<file path="src/hdl/cst_pkg.sv">
package cst_pkg;

  // Scan mode between characters.
  typedef enum logic [1:0] {
    MODE_BETWEEN = 2'd0,
    MODE_COMMENT = 2'd1,
    MODE_STRING  = 2'd2,
    MODE_WORD    = 2'd3
  } mode_t;

  // Event codes of a result.
  typedef enum logic [2:0] {
    EV_CHAR   = 3'd0,
    EV_END    = 3'd1,
    EV_UNTERM = 3'd2,
    EV_EOI    = 3'd3,
    EV_EMPTY  = 3'd4
  } event_t;

  // Token classes.
  typedef enum logic [1:0] {
    CLS_SINGLE = 2'd0,
    CLS_STRING = 2'd1,
    CLS_WORD   = 2'd2
  } class_t;

  // Character constants.
  localparam logic [7:0] CH_NUL   = 8'h00;
  localparam logic [7:0] CH_TAB   = 8'h09;
  localparam logic [7:0] CH_LF    = 8'h0A;
  localparam logic [7:0] CH_VT    = 8'h0B;
  localparam logic [7:0] CH_FF    = 8'h0C;
  localparam logic [7:0] CH_CR    = 8'h0D;
  localparam logic [7:0] CH_SPACE = 8'h20;
  localparam logic [7:0] CH_QUOTE = 8'h22;
  localparam logic [7:0] CH_HASH  = 8'h23;

  // Most results that one character can cause.
  localparam int MAX_RESULTS = 3;

  // One result item.
  typedef struct packed {
    event_t     ev;
    logic [7:0] ch;
    class_t     cls;
  } result_t;

  // Decoded work for one character: a count and up to three results.
  typedef struct packed {
    logic [1:0]                      count;
    result_t [MAX_RESULTS-1:0]       res;
  } cmd_t;

  function automatic logic is_single(input logic [7:0] c);
    logic hit;
    begin
      hit = 1'b0;
      case (c) inside
        8'h28, 8'h29, 8'h5B, 8'h5D, 8'h2C, 8'h2B, 8'h2D, 8'h2A, 8'h2F, 8'h3D: hit = 1'b1;
        default: hit = 1'b0;
      endcase
      return hit;
    end
  endfunction

  function automatic logic is_skip_space(input logic [7:0] c);
    return (c == CH_SPACE) || (c == CH_CR) || (c == CH_LF) || (c == CH_TAB);
  endfunction

  function automatic logic is_vt_ff(input logic [7:0] c);
    return (c == CH_VT) || (c == CH_FF);
  endfunction

  function automatic result_t mk_result(input event_t ev, input logic [7:0] c,
                                        input class_t cls);
    result_t r;
    begin
      r.ev  = ev;
      r.ch  = c;
      r.cls = cls;
      return r;
    end
  endfunction

endpackage

</file>
<file path="src/hdl/cst_in_if.sv">
interface cst_in_if;
  logic       valid;
  logic       ready;
  logic [7:0] ch;
  logic       end_of_input;

  modport source(output valid, output ch, output end_of_input, input ready);
  modport sink(input valid, input ch, input end_of_input, output ready);
endinterface

</file>
<file path="src/hdl/cst_out_if.sv">
interface cst_out_if;
  logic       valid;
  logic       ready;
  logic [2:0] event_res;
  logic [7:0] token_char;
  logic [1:0] token_class;
  logic       last;

  modport source(output valid, output event_res, output token_char, output token_class,
                 output last, input ready);
  modport sink(input valid, input event_res, input token_char, input token_class,
               input last, output ready);
endinterface

</file>
<file path="src/hdl/cst_front.sv">
module cst_front
  import cst_pkg::*;
(
  input  logic  clk,
  input  logic  rst,
  cst_in_if.sink char_in,
  input  logic  queue_full,
  output logic  push,
  output cmd_t  push_cmd
);

  mode_t      scan_mode;
  mode_t      scan_mode_next;
  logic       accept;
  logic       eoi;
  logic [7:0] c;

  assign char_in.ready = !queue_full;
  assign accept        = char_in.valid && char_in.ready;
  assign c             = char_in.ch;
  assign eoi           = char_in.end_of_input || (c == CH_NUL);
  assign push          = accept && (push_cmd.count != 2'd0);

  // Scan mode register, advanced on every accepted transaction.
  always_ff @(posedge clk) begin
    if (rst) begin
      scan_mode <= MODE_BETWEEN;
    end else if (accept) begin
      scan_mode <= scan_mode_next;
    end
  end

  // Classify the character and build the results it causes.
  always_comb begin
    push_cmd       = '0;
    scan_mode_next = scan_mode;
    if (eoi) begin
      scan_mode_next = MODE_BETWEEN;
      case (scan_mode)
        MODE_STRING: begin
          push_cmd.res[0] = mk_result(EV_UNTERM, CH_NUL, CLS_STRING);
          push_cmd.res[1] = mk_result(EV_END, CH_NUL, CLS_STRING);
          push_cmd.res[2] = mk_result(EV_EOI, CH_NUL, CLS_SINGLE);
          push_cmd.count  = 2'd3;
        end
        MODE_WORD: begin
          push_cmd.res[0] = mk_result(EV_END, CH_NUL, CLS_WORD);
          push_cmd.res[1] = mk_result(EV_EOI, CH_NUL, CLS_SINGLE);
          push_cmd.count  = 2'd2;
        end
        default: begin
          push_cmd.res[0] = mk_result(EV_EOI, CH_NUL, CLS_SINGLE);
          push_cmd.count  = 2'd1;
        end
      endcase
    end else begin
      case (scan_mode)
        MODE_COMMENT: begin
          if (c == CH_LF) begin
            scan_mode_next = MODE_BETWEEN;
          end
        end
        MODE_STRING: begin
          push_cmd.res[0] = mk_result(EV_CHAR, c, CLS_STRING);
          push_cmd.count  = 2'd1;
          if (c == CH_QUOTE) begin
            push_cmd.res[1] = mk_result(EV_END, CH_NUL, CLS_STRING);
            push_cmd.count  = 2'd2;
            scan_mode_next  = MODE_BETWEEN;
          end
        end
        MODE_WORD: begin
          if (is_single(c)) begin
            push_cmd.res[0] = mk_result(EV_END, CH_NUL, CLS_WORD);
            push_cmd.res[1] = mk_result(EV_CHAR, c, CLS_SINGLE);
            push_cmd.res[2] = mk_result(EV_END, CH_NUL, CLS_SINGLE);
            push_cmd.count  = 2'd3;
            scan_mode_next  = MODE_BETWEEN;
          end else if (is_skip_space(c)) begin
            push_cmd.res[0] = mk_result(EV_END, CH_NUL, CLS_WORD);
            push_cmd.count  = 2'd1;
            scan_mode_next  = MODE_BETWEEN;
          end else if (is_vt_ff(c)) begin
            push_cmd.res[0] = mk_result(EV_END, CH_NUL, CLS_WORD);
            push_cmd.res[1] = mk_result(EV_EMPTY, CH_NUL, CLS_SINGLE);
            push_cmd.count  = 2'd2;
            scan_mode_next  = MODE_BETWEEN;
          end else if (c == CH_HASH) begin
            push_cmd.res[0] = mk_result(EV_END, CH_NUL, CLS_WORD);
            push_cmd.count  = 2'd1;
            scan_mode_next  = MODE_COMMENT;
          end else begin
            push_cmd.res[0] = mk_result(EV_CHAR, c, CLS_WORD);
            push_cmd.count  = 2'd1;
          end
        end
        MODE_BETWEEN: begin
          if (is_skip_space(c)) begin
            scan_mode_next = MODE_BETWEEN;
          end else if (c == CH_HASH) begin
            scan_mode_next = MODE_COMMENT;
          end else if (is_single(c)) begin
            push_cmd.res[0] = mk_result(EV_CHAR, c, CLS_SINGLE);
            push_cmd.res[1] = mk_result(EV_END, CH_NUL, CLS_SINGLE);
            push_cmd.count  = 2'd2;
          end else if (c == CH_QUOTE) begin
            push_cmd.res[0] = mk_result(EV_CHAR, c, CLS_STRING);
            push_cmd.count  = 2'd1;
            scan_mode_next  = MODE_STRING;
          end else if (is_vt_ff(c)) begin
            push_cmd.res[0] = mk_result(EV_EMPTY, CH_NUL, CLS_SINGLE);
            push_cmd.count  = 2'd1;
          end else begin
            push_cmd.res[0] = mk_result(EV_CHAR, c, CLS_WORD);
            push_cmd.count  = 2'd1;
            scan_mode_next  = MODE_WORD;
          end
        end
        default: begin
          scan_mode_next = MODE_BETWEEN;
        end
      endcase
    end
  end

endmodule

</file>
<file path="src/hdl/cst_queue.sv">
module cst_queue
  import cst_pkg::*;
#(
  parameter int DEPTH = 4
) (
  input  logic clk,
  input  logic rst,
  input  logic push,
  input  cmd_t push_cmd,
  output logic full,
  input  logic pop,
  output logic head_valid,
  output cmd_t head_cmd
);

  localparam int PW = $clog2(DEPTH);
  localparam int CW = $clog2(DEPTH + 1);

  cmd_t          entries [DEPTH];
  logic [PW-1:0] wr_ptr;
  logic [PW-1:0] rd_ptr;
  logic [CW-1:0] count;
  logic          do_push;
  logic          do_pop;

  assign full       = (count == CW'(DEPTH));
  assign head_valid = (count != '0);
  assign head_cmd   = entries[rd_ptr];
  assign do_push    = push && !full;
  assign do_pop     = pop && head_valid;

  // Entry storage.
  always_ff @(posedge clk) begin
    if (do_push) begin
      entries[wr_ptr] <= push_cmd;
    end
  end

  // Pointers and fill count.
  always_ff @(posedge clk) begin
    if (rst) begin
      wr_ptr <= '0;
      rd_ptr <= '0;
      count  <= '0;
    end else begin
      if (do_push) begin
        wr_ptr <= (wr_ptr == PW'(DEPTH - 1)) ? '0 : wr_ptr + 1'b1;
      end
      if (do_pop) begin
        rd_ptr <= (rd_ptr == PW'(DEPTH - 1)) ? '0 : rd_ptr + 1'b1;
      end
      if (do_push && !do_pop) begin
        count <= count + 1'b1;
      end else if (do_pop && !do_push) begin
        count <= count - 1'b1;
      end
    end
  end

endmodule

</file>
<file path="src/hdl/cst_back.sv">
module cst_back
  import cst_pkg::*;
(
  input  logic      clk,
  input  logic      rst,
  input  logic      head_valid,
  input  cmd_t      head_cmd,
  output logic      pop,
  cst_out_if.source tok_out
);

  logic [1:0] idx;
  logic       fire;
  logic       is_last;
  result_t    cur;

  assign cur     = head_cmd.res[idx];
  assign is_last = (idx == head_cmd.count - 2'd1);
  assign fire    = tok_out.valid && tok_out.ready;
  assign pop     = fire && is_last;

  // Present the current result of the head entry.
  assign tok_out.valid       = head_valid;
  assign tok_out.event_res   = cur.ev;
  assign tok_out.token_char  = cur.ch;
  assign tok_out.token_class = cur.cls;
  assign tok_out.last        = is_last;

  // Step through the results of the head entry, one per transaction.
  always_ff @(posedge clk) begin
    if (rst) begin
      idx <= '0;
    end else if (fire) begin
      idx <= is_last ? 2'd0 : idx + 2'd1;
    end
  end

endmodule

</file>
<file path="src/hdl/char_stream_tokenizer.sv">
// A result is offered from the queue head, where the decoded work of its character
// is registered on acceptance. Throughput: one character per cycle while the queue
// has room; a character that causes k results gives k output transactions, one result each.
// The decoded-work queue (QUEUE_DEPTH entries) absorbs output stalls.
// Reset (synchronous, active high) returns the scan mode to between tokens
// and empties the queue.
module char_stream_tokenizer
  import cst_pkg::*;
#(
  parameter int QUEUE_DEPTH = 4
) (
  input  logic      clk,
  input  logic      rst,
  cst_in_if.sink    char_in,
  cst_out_if.source tok_out
);

  logic push;
  cmd_t push_cmd;
  logic full;
  logic pop;
  logic head_valid;
  cmd_t head_cmd;

  // Classify characters and track the scan mode.
  cst_front u_front (
    .clk        (clk),
    .rst        (rst),
    .char_in    (char_in),
    .queue_full (full),
    .push       (push),
    .push_cmd   (push_cmd)
  );

  // Decouple the front from output stalls.
  cst_queue #(
    .DEPTH (QUEUE_DEPTH)
  ) u_queue (
    .clk        (clk),
    .rst        (rst),
    .push       (push),
    .push_cmd   (push_cmd),
    .full       (full),
    .pop        (pop),
    .head_valid (head_valid),
    .head_cmd   (head_cmd)
  );

  // Emit the results of each entry in order.
  cst_back u_back (
    .clk        (clk),
    .rst        (rst),
    .head_valid (head_valid),
    .head_cmd   (head_cmd),
    .pop        (pop),
    .tok_out    (tok_out)
  );

endmodule

</file>
<file path="src/flat_wrapper.sv">
// flat-port wrapper written by rule: the top's interface ports become plain ports
module char_stream_tokenizer_flat import cst_pkg::*;
#(
  parameter int QUEUE_DEPTH = 4
)
  (clk, rst, char_in_valid, char_in_ch, char_in_end_of_input, char_in_ready, tok_out_valid, tok_out_event_res, tok_out_token_char, tok_out_token_class, tok_out_last, tok_out_ready);
  cst_in_if char_in_i ();
  cst_out_if tok_out_i ();
  input  logic clk;
  input  logic rst;
  input wire logic [$bits(char_in_i.valid)-1:0] char_in_valid;
  input wire logic [$bits(char_in_i.ch)-1:0] char_in_ch;
  input wire logic [$bits(char_in_i.end_of_input)-1:0] char_in_end_of_input;
  output wire logic [$bits(char_in_i.ready)-1:0] char_in_ready;
  output wire logic [$bits(tok_out_i.valid)-1:0] tok_out_valid;
  output wire logic [$bits(tok_out_i.event_res)-1:0] tok_out_event_res;
  output wire logic [$bits(tok_out_i.token_char)-1:0] tok_out_token_char;
  output wire logic [$bits(tok_out_i.token_class)-1:0] tok_out_token_class;
  output wire logic [$bits(tok_out_i.last)-1:0] tok_out_last;
  input wire logic [$bits(tok_out_i.ready)-1:0] tok_out_ready;
  assign char_in_i.valid = char_in_valid;
  assign char_in_i.ch = char_in_ch;
  assign char_in_i.end_of_input = char_in_end_of_input;
  assign char_in_ready = char_in_i.ready;
  assign tok_out_valid = tok_out_i.valid;
  assign tok_out_event_res = tok_out_i.event_res;
  assign tok_out_token_char = tok_out_i.token_char;
  assign tok_out_token_class = tok_out_i.token_class;
  assign tok_out_last = tok_out_i.last;
  assign tok_out_i.ready = tok_out_ready;
  char_stream_tokenizer #(.QUEUE_DEPTH(QUEUE_DEPTH)) u_core (.clk(clk), .rst(rst), .char_in(char_in_i), .tok_out(tok_out_i));
endmodule
</file>
<file path="config.mk">
export PLATFORM = sky130hd
export DESIGN_NAME = char_stream_tokenizer_flat
export DESIGN_NICKNAME = d
export VERILOG_FILES = /design/src/hdl/cst_pkg.sv /design/src/hdl/cst_in_if.sv /design/src/hdl/cst_out_if.sv /design/src/hdl/cst_front.sv /design/src/hdl/cst_queue.sv /design/src/hdl/cst_back.sv /design/src/hdl/char_stream_tokenizer.sv /design/src/flat_wrapper.sv
export SDC_FILE = /design/constraint.sdc
export NUM_CORES = 1
export LEC_CHECK = 0
export ABC_AREA = 1
export BUFFER_PORTS_ARGS = -buffer_cell sky130_fd_sc_hd__buf_2
export CAP_MARGIN = 40
export CORE_UTILIZATION = 60
export DETAILED_ROUTE_END_ITERATION = 12
export GPL_TIMING_DRIVEN = 0
export PLACE_DENSITY = 0.78
export SETUP_SLACK_MARGIN = 0.05
export SLEW_MARGIN = 30
export SYNTH_ARGS = -nofsm -noshare
export SYNTH_HDL_FRONTEND = slang
export SYNTH_SLANG_ARGS = --single-unit
</file>
<file path="constraint.sdc">
create_clock -name clk -period 5 [get_ports clk]
set_clock_uncertainty 0.05 [all_clocks]
set_input_delay 1 -clock clk [delete_from_list [all_inputs] [get_ports clk]]
set_output_delay 1 -clock clk [all_outputs]
set_load 0.01 [all_outputs]
</file>
# Word-level counts from Yosys, hierarchy flattened
# Memories as Yosys holds them, arrays and structs flattened. A register that Yosys moved wholly into a read port is not among the register bits.
# Index checks and enable logic that the tools add are counted.
dict set report word_totals {
  output_inout_bits 16
  in_bits 13
  reg_bits 11
  ramBits 164
  elab_cells 126
  n_memories 1
}
dict set report op_classes {
  magnitude_cmp 1
  n_addsub 6
  reduce_logical 23
  n_eq_ne 30
  mux 60
}
# name depth width read_ports rd_ports_with_merged_regs write_ports line_no
set memory_table {}
lappend memory_table {u_core.u_queue.entries 4 41 1 1 1 cst_queue.sv:19} ;# cmd_t entries [DEPTH];
# op count
set op_table {}
lappend op_table {{$eq A8 B6 Y1 const B} 11}
lappend op_table {{$mux W13} 6}
lappend op_table {{$pmux W26 S3} 1}
lappend op_table {{$mux W11} 7}
lappend op_table {{$mux W2} 24}
lappend op_table {{$mux W24} 2}
lappend op_table {{$pmux W12 S2} 2}
lappend op_table {{$mux W41} 1}
lappend op_table {{$eq A8 B4 Y1 const B} 5}
lappend op_table {{$bmux W13 S2} 1}
lappend op_table {{$mux W26} 1}
lappend op_table {{$eq A8 B7 Y1 const B} 2}
lappend op_table {{$mux W12} 1}
lappend op_table {{$ne A6 B6 Y1 const B} 2}
lappend op_table {{$reduce_or A10 Y1} 1}
lappend op_table {{$mux W1} 9}
lappend op_table {{$eq A2 B2 Y1 const B} 4}
lappend op_table {{$logic_and A1 B1 Y1} 8}
lappend op_table {{$logic_not A8 Y1} 1}
lappend op_table {{$pmux W2 S4} 1}
lappend op_table {{$add A2 B1 Y2 const B} 3}
lappend op_table {{$mux W3} 2}
lappend op_table {{$ne A3 B3 Y1 const B} 2}
lappend op_table {{$pmux W2 S3} 1}
lappend op_table {{other kinds (15)} 22}

# Logic depth before layout (Yosys ltp)
# Gate-level depths: netlist (run 1).
dict set report depth {
  word_depth 19
  depth_mapped 20
  ltp_nobuf 20
}

# Hierarchy
# A second synthesis (run 1) with hierarchy kept.
dict set report unflattened {
  cells_unflattened 755
  hier_area_um2 8089.0
}
# module cells_each instances seq_area_each_um2 area_each_um2
set modules_own_cells {}
lappend modules_own_cells {cst_queue 466 1 5104.9 6571.3}
lappend modules_own_cells {cst_front 199 1 40.0 1058.5}
lappend modules_own_cells {cst_back 90 1 40.0 459.2}

# Worst setup path before layout (run 1)
# Ideal clock, no wire load.
dict set report synth_path {
  path_type {input-to-reg}
  from {input port char_in_ch[7]}
  to {memory u_core.u_queue.entries[0][0] (netlist bit) (enable)}
  arrival_ns 3.329
  setup_ns 0.415
  setup_slack_ns 1.205
  n_path_buf 0
  required_ns 4.535
  stages 13
  path_cell_list {nor2_2 -> nand2_1 -> nor2_4 -> nand2_2 -> nand2_4 -> inv_4 -> nor2_2 -> inv_1 -> nand2_2 -> nor2_4 -> nor2_4 -> inv_2 -> nor2_1}
}
# item line_no
set synth_rtl {}
lappend synth_rtl {{start: declaration} flat_wrapper.sv:12} ;# input wire logic [$bits(char_in_i.ch)-1:0] char_in_ch;
lappend synth_rtl {{end: declaration} cst_queue.sv:19}

==> flow_summary_export.csv, run 1 <==
group,metric,value,unit
status,status,"finished clean",
clock_tree,clockRootBuffer,"clkbuf_8",
routing,wl_per_cell,19.28,µm
clock_tree,clock_path_buffers,2,
sta,hold_viol,0,
synth,yosysWarnings,0,
routing,firstDrtPassIters,6,
floorplanning,start_util,0.6299,
setup_path,crit_arrival,2.52,ns
sta,setup_violations,0,
clock_tree,h-tree-depth,4,
cells_and_area,final_cells,760,
floorplanning,core_area,9371,µm²
routing,wl_met3,1408,µm
synth,yosys_register_bits,129,
setup_path,worstReg2RegEnd,"u_core.u_queue.count[2]",
clock_tree,cts_buffers,17,
synth,synth_area_leaders,"edfxtp_1, nor2_1, o21ai_0, nand2_1, dfxtp_1",
setup_path,worstSetupStartpointType,"flop",
hold_path,hold_depth,2,
floorplanning,dieArea,10240,µm²
place,io_buffers,28,
hold_path,whs_endpoint,"u_core.u_queue.rd_ptr[1]",
synth,ys_seq_area_frac,0.6342,
cells_and_area,layout_common_cells,"edfxtp_1, nor2_1, nand2_1",
global_routing,grt_pass1_vias,4538,
synth,synth_top_area_frac,0.5901,
floorplanning,die_w,101.2,µm
place,dp_cells,728,
cells_and_area,area_delta_synth_final,17.32,%
floorplanning,num_rows,35,
routing,vias,4512,
setup_path,r2r_cells,17,
cells_and_area,fin_nets,644,
cells_and_area,diodes,0,
setup_path,r2r_slack,1.87,ns
clock_tree,clock_sinks,129,
cells_and_area,drive_above_1_share,0.1506,
clock_tree,clk_pin_slew,0.06,ns
clock_tree,insertion_delay,0.53,ns
global_routing,grt_max_degree,20,
clock_tree,postCtsSetupBuffers,0,
synth,syn_inst,564,
sta,timing.final.ws_setup,1.434,ns
routing,ant_nets,0,
setup_path,critPathMaxFanout,10,
floorplanning,dieHeight,101.2,µm
hold_path,hold_path_class,"flop to flop",
power,vdd_drop_max,240.5,µV
sta,rsz0062_at_grt,"no",
global_routing,grt_overflow_total,0,
clock_tree,cts_resized,0,
global_routing,track_usage,0.3121,
sta,relSlewSlack,0.5318,
routing,viasPerCell,5.937,
job,maxCapViolCount,0,
routing,met1Wirelength,5606,µm
routing,highest_layer,"met4",
sta,max_freq,0.2804,GHz
routing,drt_iter0_drc,481,
synth,syn_area_per_cell,10.47,µm²
global_routing,grt_antenna_before_repair,0,
synth,synth_top_cell_by_area,"edfxtp_1",
place,gp_congestion,0.8343,
routing,dr_wl_met2,7349,µm
floorplanning,io_pins,29,
power,p_leak,0.002742,µW
hold_path,hold_path_startpoint,"u_core.u_queue.rd_ptr[1]",
power,p_per_area,521.6,nW/µm²
sta,tns,0,ns
sta,tightest_slew,0.7023,ns
sta,fin_crit_sh,0.7132,
synth,ys_async_sr_fraction,0,
sta,whs,0.4502,ns
synth,synth_flop_cell,"edfxtp_1",
clock_tree,cts_tree,"yes",
place,dpl.hpwl,9657,µm
synth,synth_cell_types,34,
cells_and_area,n_fill_cell,676,
routing,routed_wl,14650,µm
setup_path,end_kind,"output pin",
place,preCtsSetupSlack,1.181,ns
setup_path,path_class,"flop to output pin",
setup_path,reg2reg_from,"u_core.u_front.scan_mode[0]",
routing,drc,0,
cells_and_area,final_common_cell,"edfxtp_1",
synth,synth_edf_count,116,
sta,final-max-slew-violation-count,0,
sta,fin_crit,3.566,ns
synth,syn-cell-area,5903,µm²
setup_path,required,3.95,ns
clock_tree,cts_hold_buffers,0,
global_routing,grt_pass1_wl,23090,µm
==> report_power, final <==
group | switching [µW] | internal (µW) | leakage [µW]
Clock | 449 | 724 | 0.000276
Combinational | 692 | 346 | 0.00125
Sequential | 57.7 | 1340 | 0.00122
==> stage by stage <==
step	cell area, µm²	power, µW	util
final	6925	3612	0.7390
after global routing	6925	3759	0.7390
after CTS	6925	3599	0.7390
after detailed placement	6356	2427	0.6782
after global placement	6216	2345	0.6633
after floorplan	5914	2050	-
==> cell usage after synthesis (2+ instances only) <==
cell and count:
a211oi_1 2, a21oi_1 15, a22o_1 10, buf_2 2, clkbuf_1 18, dfxtp_1 13, edfxtp_1 116, ha_1 12
inv_1 51, inv_2 5, nand2_1 73, nand2_2 5, nand2_4 2, nand3_1 26, nand3_2 2, nand4_1 2
nor2_1 89, nor2_2 6, nor2_4 4, nor3_1 11, o21ai_0 62, o22ai_1 26
==> worst max-delay path, stage by stage, from the launching register on <==
cell and delay [ns]:
dfxtp_1 0.37, inv_1 0.15, buf_2 0.27, clkbuf_1 0.46, o21ai_0 0.16, o22ai_1 0.25
a22o_1 0.20, buf_2 0.13
==> layout make-up <==
cell class	count	area (µm²)	share of cell area
Sequential cell	129	3744	0.5406
Inverter	57	216.5	0.03126
Timing Repair Buffer	32	250.2	0.03613
Multi-Input combinational cell	360	1896	0.2737
Buffer	21	88.84	0.01283
Tap cell	129	161.4	0.02331
Clock inverter	12	133.9	0.01933
Clock buffer	20	435.4	0.06287
==> worst max path at each step <==
stage                        startpoint                       endpoint
final                              flop          tok_out_token_char[2]
after global routing               flop          tok_out_token_char[2]
after CTS                          flop           tok_out_event_res[0]
after detailed placement  char_in_ch[6]        u_core.u_queue.count[2]
after global placement    char_in_ch[6]  u_core.u_queue.entries[3][18]
after floorplan           char_in_ch[7]   u_core.u_queue.entries[0][0]
==> logic make-up (layout without fill, tap and decap cells) <==
kind of cell,Yosys count,count (layout),synth area share
simple gates,221,221,0.1641
flops,129,129,0.6342
compound gates,121,121,0.1191
buf+inv,78,142,0.05172
fa+ha+maj,13,13,0.02883
other cells,1,4,0.0006353
xor+xnor,1,1,0.001484
==> flip-flops by register name (all words and copies together), names as in the netlist, named ones only <==
name / count
u_core.u_queue.rd_ptr: 2
u_core.u_front.scan_mode: 2
u_core.u_back.idx: 2
u_core.u_queue.wr_ptr: 2
u_core.u_queue.entries: 116
u_core.u_queue.count: 3
==> metal layers <==
| layer | global-route usage | up-vias |
|---|---|---|
| li1 | - | 2075 |
| met1 | 0.3745 | 2133 |
| met2 | 0.5348 | 273 |
| met3 | 0.08006 | 31 |
| met4 | 0.1371 | 0 |
| met5 | 0 | - |
(Power assumes the default switching activity.)
==> run 2, diff against run 1 <==
- CORE_UTILIZATION: 60 -> 55
- PLACE_DENSITY: 0.78 -> 0.76
- clock period: 5 -> 3.11 ns (I/O delays scaled with it)
==> run 2 against run 1 <==
Total power grew 59%. Register-to-register slack worse by 1.6 ns. Critical path depth unchanged. Sequential cell count stayed put. Cell area rose by 0.43%.
==> flow_summary_export.csv, run 2 (synthesized netlist as in run 1, its figures left out) <==
group,metric,value,unit
setup_path,worstReg2RegEnd,"u_core.u_queue.count[2]",
place,preCtsSetupSlack,-0.2963,ns
cells_and_area,multi_input_area,1927,µm²
status,status,"finished clean",
global_routing,grt_max_degree,22,
hold_path,hold_path_startpoint,"rst",
sta,fin_crit,2.998,ns
floorplanning,num_rows,37,
routing,drc,0,
power,p_leak,0.002775,µW
clock_tree,clk_pin_slew,0.06,ns
floorplanning,core_area,10370,µm²
routing,drt_iter0_drc,534,
clock_tree,cts_hold_buffers,0,
job,maxCapViolCount,0,
cells_and_area,n_fill_cell,753,
routing,vias,4400,
cells_and_area,seq_area,3744,µm²
floorplanning,dieHeight,105.6,µm
cells_and_area,drive_above_1_share,0.1775,
setup_path,r2r_slack,0.23,ns
cells_and_area,fin_nets,644,
hold_path,hold_depth,2,
place,gp_congestion,0.9058,
power,p_per_area,824.8,nW/µm²
setup_path,required,2.44,ns
routing,viasPerCell,5.737,
global_routing,grt_antenna_before_repair,0,
global_routing,grt_overflow_total,0,
clock_tree,cts_tree,"yes",
hold_path,hold_path_class,"primary input to flop",
routing,wl_per_cell,17.80,µm
setup_path,worstSetupStartpointType,"flop",
cells_and_area,final_common_cell,"edfxtp_1",
cells_and_area,layout_common_cells,"edfxtp_1, nor2_1, nand2_1",
floorplanning,die_w,105.6,µm
setup_path,end_kind,"output pin",
clock_tree,postCtsSetupBuffers,0,
routing,firstDrtPassIters,6,
floorplanning,dieArea,11150,µm²
power,vdd_drop_max,434.8,µV
cells_and_area,top_regs,"u_core.u_queue.entries: 116 flops, u_core.u_queue.count: 3 flops",
sta,relSlewSlack,0.5323,
sta,fin_crit_sh,0.9640,
floorplanning,start_util,0.5693,
cells_and_area,largest_register_ffs,116,
setup_path,crit_arrival,2.33,ns
clock_tree,clock_sinks,129,
sta,tightest_slew,0.6962,ns
clock_tree,clockRootBuffer,"clkbuf_8",
setup_path,r2r_cells,17,
hold_path,whs_endpoint,"u_core.u_back.idx[0]",
sta,timing.final.ws_setup,0.1120,ns
routing,ant_nets,0,
cells_and_area,area_delta_synth_final,17.83,%
setup_path,reg2reg_from,"u_core.u_front.scan_mode[0]",
sta,max_freq,0.3336,GHz
clock_tree,cts_buffers,17,
global_routing,track_usage,0.2611,
cells_and_area,fin_area,6955,µm²
sta,whs,0.2625,ns
setup_path,path_class,"flop to output pin",
setup_path,critPathMaxFanout,10,
cells_and_area,regMostFlops,"u_core.u_queue.entries",
sta,hold_viol,0,
global_routing,grt_pass1_wl,21420,µm
routing,routed_wl,13650,µm
global_routing,grt_pass1_vias,4272,
clock_tree,insertion_delay,0.53,ns
floorplanning,io_pins,29,
cells_and_area,diodes,0,
clock_tree,h-tree-depth,4,
sta,setup_violations,0,
sta,rsz0062_at_grt,"no",
place,dpl.hpwl,9120,µm
place,io_buffers,28,
place,dpl_cell_area,6365,µm²
clock_tree,clock_path_buffers,2,
sta,final-max-slew-violation-count,0,
==> run 2: changes by cell type in the layout (fill, tap and decap cells not counted), moves of 2 or more <==
cell / delta
inv_1: -2
ha_2: +2
clkbuf_1: -14
clkinv_1: +3
inv_2: +2
clkinv_4: -2
nor2_4: +2
inv_6: -2
nor2_2: -2
clkbuf_2: +11
clkinv_2: +4
ha_1: -2
==> run 2: power breakdown <==
group	leakage, µW	internal, µW	total, µW	switching, µW
clock	0.000270	1120	1810	693
combinational	0.00129	574	1680	1110
sequential	0.00122	2160	2250	86.3
total	0.00278	3850	5740	1880
==> run 2: layout make-up <==
cell class,count,area share
clock buffer,18,0.06008
tap,136,0.02446
multi-input combinational,360,0.2770
clock inverter,14,0.01763
sequential,129,0.5382
inverter,57,0.03112
timing repair buffer,32,0.03598
buffer,21,0.01547
==> run 2: worst max-delay path: stages (launching register included) <==
cell and delay (ns):
dfxtp_1 0.36, inv_1 0.14, buf_2 0.26, buf_2 0.29, o21ai_0 0.13, o22ai_1 0.28, a22o_1 0.22, buf_2 0.13
==> run 2: timing repair <==
action | in CTS | in global routing
gates resized for setup | 5 | 30
gates cloned | 0 | 0
setup endpoints to repair | 10 | 14
==> run 2: worst max-delay path by stage <==
stage | startpoint | end | slack, ns
5_1_grt | u_core.u_front.scan_mode[1] | u_core.u_queue.count[2] | 0.05
3_5_place_dp | char_in_ch[6] | u_core.u_queue.count[2] | -0.30
2_1_floorplan | char_in_ch[7] | u_core.u_queue.entries[0][0] | -0.31
6_report | flop | tok_out_token_char[3] | 0.11
3_3_place_gp | char_in_ch[6] | u_core.u_queue.entries[3][19] | -1.65
4_1_cts | flop | tok_out_token_class[1] | 0.07
==> run 2: stage by stage <==
| stage | util | setup TNS [ns] | instances | power, µW |
|---|---|---|---|---|
| 2_1_floorplan | - | -35.57 | 567 | 3295 |
| 3_3_place_gp | 0.6003 | -184.04 | 731 | 3772 |
| 3_5_place_dp | 0.6138 | -6.433 | 735 | 3888 |
| 4_1_cts | 0.6665 | 0 | 767 | 5682 |
| 5_1_grt | 0.6707 | 0 | 767 | 5966 |
| 6_report | 0.6707 | 0 | 767 | 5737 |
==> run 2: routing by layer <==
layer | vias to the layer above | global-route usage | wire [µm]
met2 | 226 | 0.4145 | 6585
met5 | - | 0 | 0
met1 | 2074 | 0.3381 | 5650
li1 | 2074 | - | -
met3 | 26 | 0.07421 | 1154
met4 | 0 | 0.1101 | 262
==> run 3, diff against run 2 <==
==> constraint.sdc (replaced) <==
create_clock -name clk -period 3.11 [get_ports clk]
set_clock_uncertainty 0.05 [all_clocks]
set_input_delay 0.4665 -clock clk [delete_from_list [all_inputs] [get_ports clk]]
set_output_delay 0.4665 -clock clk [all_outputs]
set_load 0.01 [all_outputs]
==> run 3 against run 2 <==
Core utilization fell by 0.24 points. Combinational power about the same. Critical endpoint unchanged. Via count about the same. Non-clock buffer count is the same. Worst hold slack worse by 0.15 ns. Highest routed layer unchanged. Die area did not move. Sequential cell count did not move. First-iteration DRC count fell by 7.5%. Largest power group unchanged. Clock power barely moved. Cell count is the same. Fmax up 1.9%.
==> flow_summary_export.csv, run 3 (synthesized netlist as in run 1, its figures left out) <==
group,metric,value,unit
global_routing,grt_antenna_before_repair,0,
floorplanning,dieArea,11150,µm²
sta,fin_crit_sh,0.9462,
place,gp_congestion,0.9058,
sta,whs,0.1114,ns
place,io_buffers,28,
routing,drc,0,
setup_path,r2r_slack,0.19,ns
setup_path,crit_arrival,2.43,ns
setup_path,end_kind,"output pin",
clock_tree,clk_pin_slew,0.06,ns
sta,tns,0,ns
sta,hold_viol,0,
clock_tree,clock_path_buffers,2,
sta,max_freq,0.3398,GHz
global_routing,track_usage,0.2608,
clock_tree,cts_tree,"yes",
hold_path,hold_path_class,"primary input to flop",
power,vdd_drop_max,431.1,µV
clock_tree,insertion_delay,0.53,ns
setup_path,reg2reg_from,"u_core.u_front.scan_mode[0]",
cells_and_area,layout_common_cells,"edfxtp_1, nor2_1, nand2_1",
global_routing,grt_overflow_total,0,
setup_path,worstSetupStartpointType,"flop",
routing,routed_wl,13600,µm
power,p_leak,0.002748,µW
routing,drt_iter0_drc,494,
hold_path,whs_endpoint,"u_core.u_back.idx[0]",
setup_path,path_class,"flop to output pin",
setup_path,worstReg2RegEnd,"u_core.u_queue.count[2]",
setup_path,r2r_cells,17,
floorplanning,io_pins,29,
cells_and_area,area_delta_synth_final,17.40,%
sta,setup_violations,0,
sta,rsz0062_at_grt,"yes",
hold_path,hold_path_startpoint,"rst",
clock_tree,clockRootBuffer,"clkbuf_8",
setup_path,required,2.59,ns
cells_and_area,largest_register_ffs,116,
cells_and_area,fin_nets,644,
cells_and_area,top_regs,"u_core.u_queue.entries: 116 flops, u_core.u_queue.count: 3 flops",
routing,vias,4398,
floorplanning,num_rows,37,
clock_tree,h-tree-depth,4,
global_routing,grt_pass1_vias,4282,
sta,final-max-slew-violation-count,0,
status,status,"finished clean",
routing,ant_nets,0,
clock_tree,cts_hold_buffers,0,
cells_and_area,diodes,0,
floorplanning,core_area,10370,µm²
floorplanning,dieHeight,105.6,µm
routing,viasPerCell,5.734,
power,p_per_area,824.9,nW/µm²
floorplanning,die_w,105.6,µm
global_routing,grt_pass1_wl,21400,µm
cells_and_area,final_common_cell,"edfxtp_1",
place,dpl.hpwl,9120,µm
sta,relSlewSlack,0.5392,
sta,fin_crit,2.943,ns
clock_tree,cts_buffers,17,
cells_and_area,drive_above_1_share,0.1569,
sta,tightest_slew,0.6859,ns
routing,firstDrtPassIters,5,
hold_path,hold_depth,2,
setup_path,critPathMaxFanout,10,
clock_tree,clock_sinks,129,
job,maxCapViolCount,0,
floorplanning,start_util,0.5693,
cells_and_area,regMostFlops,"u_core.u_queue.entries",
routing,wl_per_cell,17.72,µm
global_routing,grt_max_degree,22,
-- run 3: worst max path at each step --
| stage | startpoint | to | slack, ns | depth (start not counted) |
|---|---|---|---|---|
| final | flop | tok_out_token_char[3] | 0.17 | 6 |
| after global routing | u_core.u_front.scan_mode[0] | u_core.u_queue.count[2] | -0.01 | 17 |
| after CTS | flop | tok_out_token_char[7] | 0.1 | 6 |
| after global placement | char_in_ch[6] | u_core.u_queue.entries[3][19] | -1.49 | 14 |
| after floorplan | char_in_ch[7] | u_core.u_queue.entries[0][0] | -0.15 | 13 |
| after detailed placement | char_in_ch[6] | u_core.u_queue.count[2] | -0.14 | 19 |
-- run 3: what timing repair did --
item,4_1_cts,5_1_grt
gates resized for setup,0,15
endpoints found under the setup margin,0,9
buffers inserted,0,0
hold endpoints to repair,0,0
-- run 3: where the power goes --
part / switching, µW / leakage [µW] / internal [µW]
Sequential: 85.4 / 0.00122 / 2160
Combinational: 1100 / 0.00126 / 565
Clock: 686 / 0.000270 / 1120
Total: 1870 / 0.00275 / 3840
-- run 3: cell type report --
type / count / area, µm²
fill: 753 / 3440
timing repair buffer: 32 / 250.2
buffer: 21 / 96.34
multi-input combinational: 360 / 1913
clock buffer: 18 / 417.9
sequential: 129 / 3744
inverter: 57 / 216.5
clock inverter: 14 / 122.6
tap: 136 / 170.2
-- run 3: worst max-delay path, cell delays in order, from the launching register on --
cell	delay [ns]
dfxtp_1	0.42
buf_4	0.22
clkbuf_1	0.49
nor2_1	0.12
o22ai_1	0.30
a22o_1	0.22
buf_2	0.13
-- run 3: metrics by stage --
step | utilization | setup WS, ns | power, µW | instance area (µm²) | instances
after global placement | 0.6003 | -1.492 | 3772 | 6225 | 731
final | 0.6683 | 0.1673 | 5717 | 6930 | 767
after floorplan | - | -0.1512 | 3295 | 5914 | 567
after detailed placement | 0.6138 | -0.1408 | 3888 | 6365 | 735
after CTS | 0.6659 | 0.09531 | 5679 | 6905 | 767
after global routing | 0.6683 | -0.009854 | 5955 | 6930 | 767
-- run 3: metal layers --
| metal | up-vias | GRT usage | wire length (µm) |
|---|---|---|---|
| li1 | 2073 | - | - |
| met1 | 2110 | 0.3373 | 5851 |
| met2 | 190 | 0.4135 | 6606 |
| met3 | 25 | 0.07421 | 892 |
| met4 | 0 | 0.1121 | 244 |
| met5 | - | 0 | 0 |
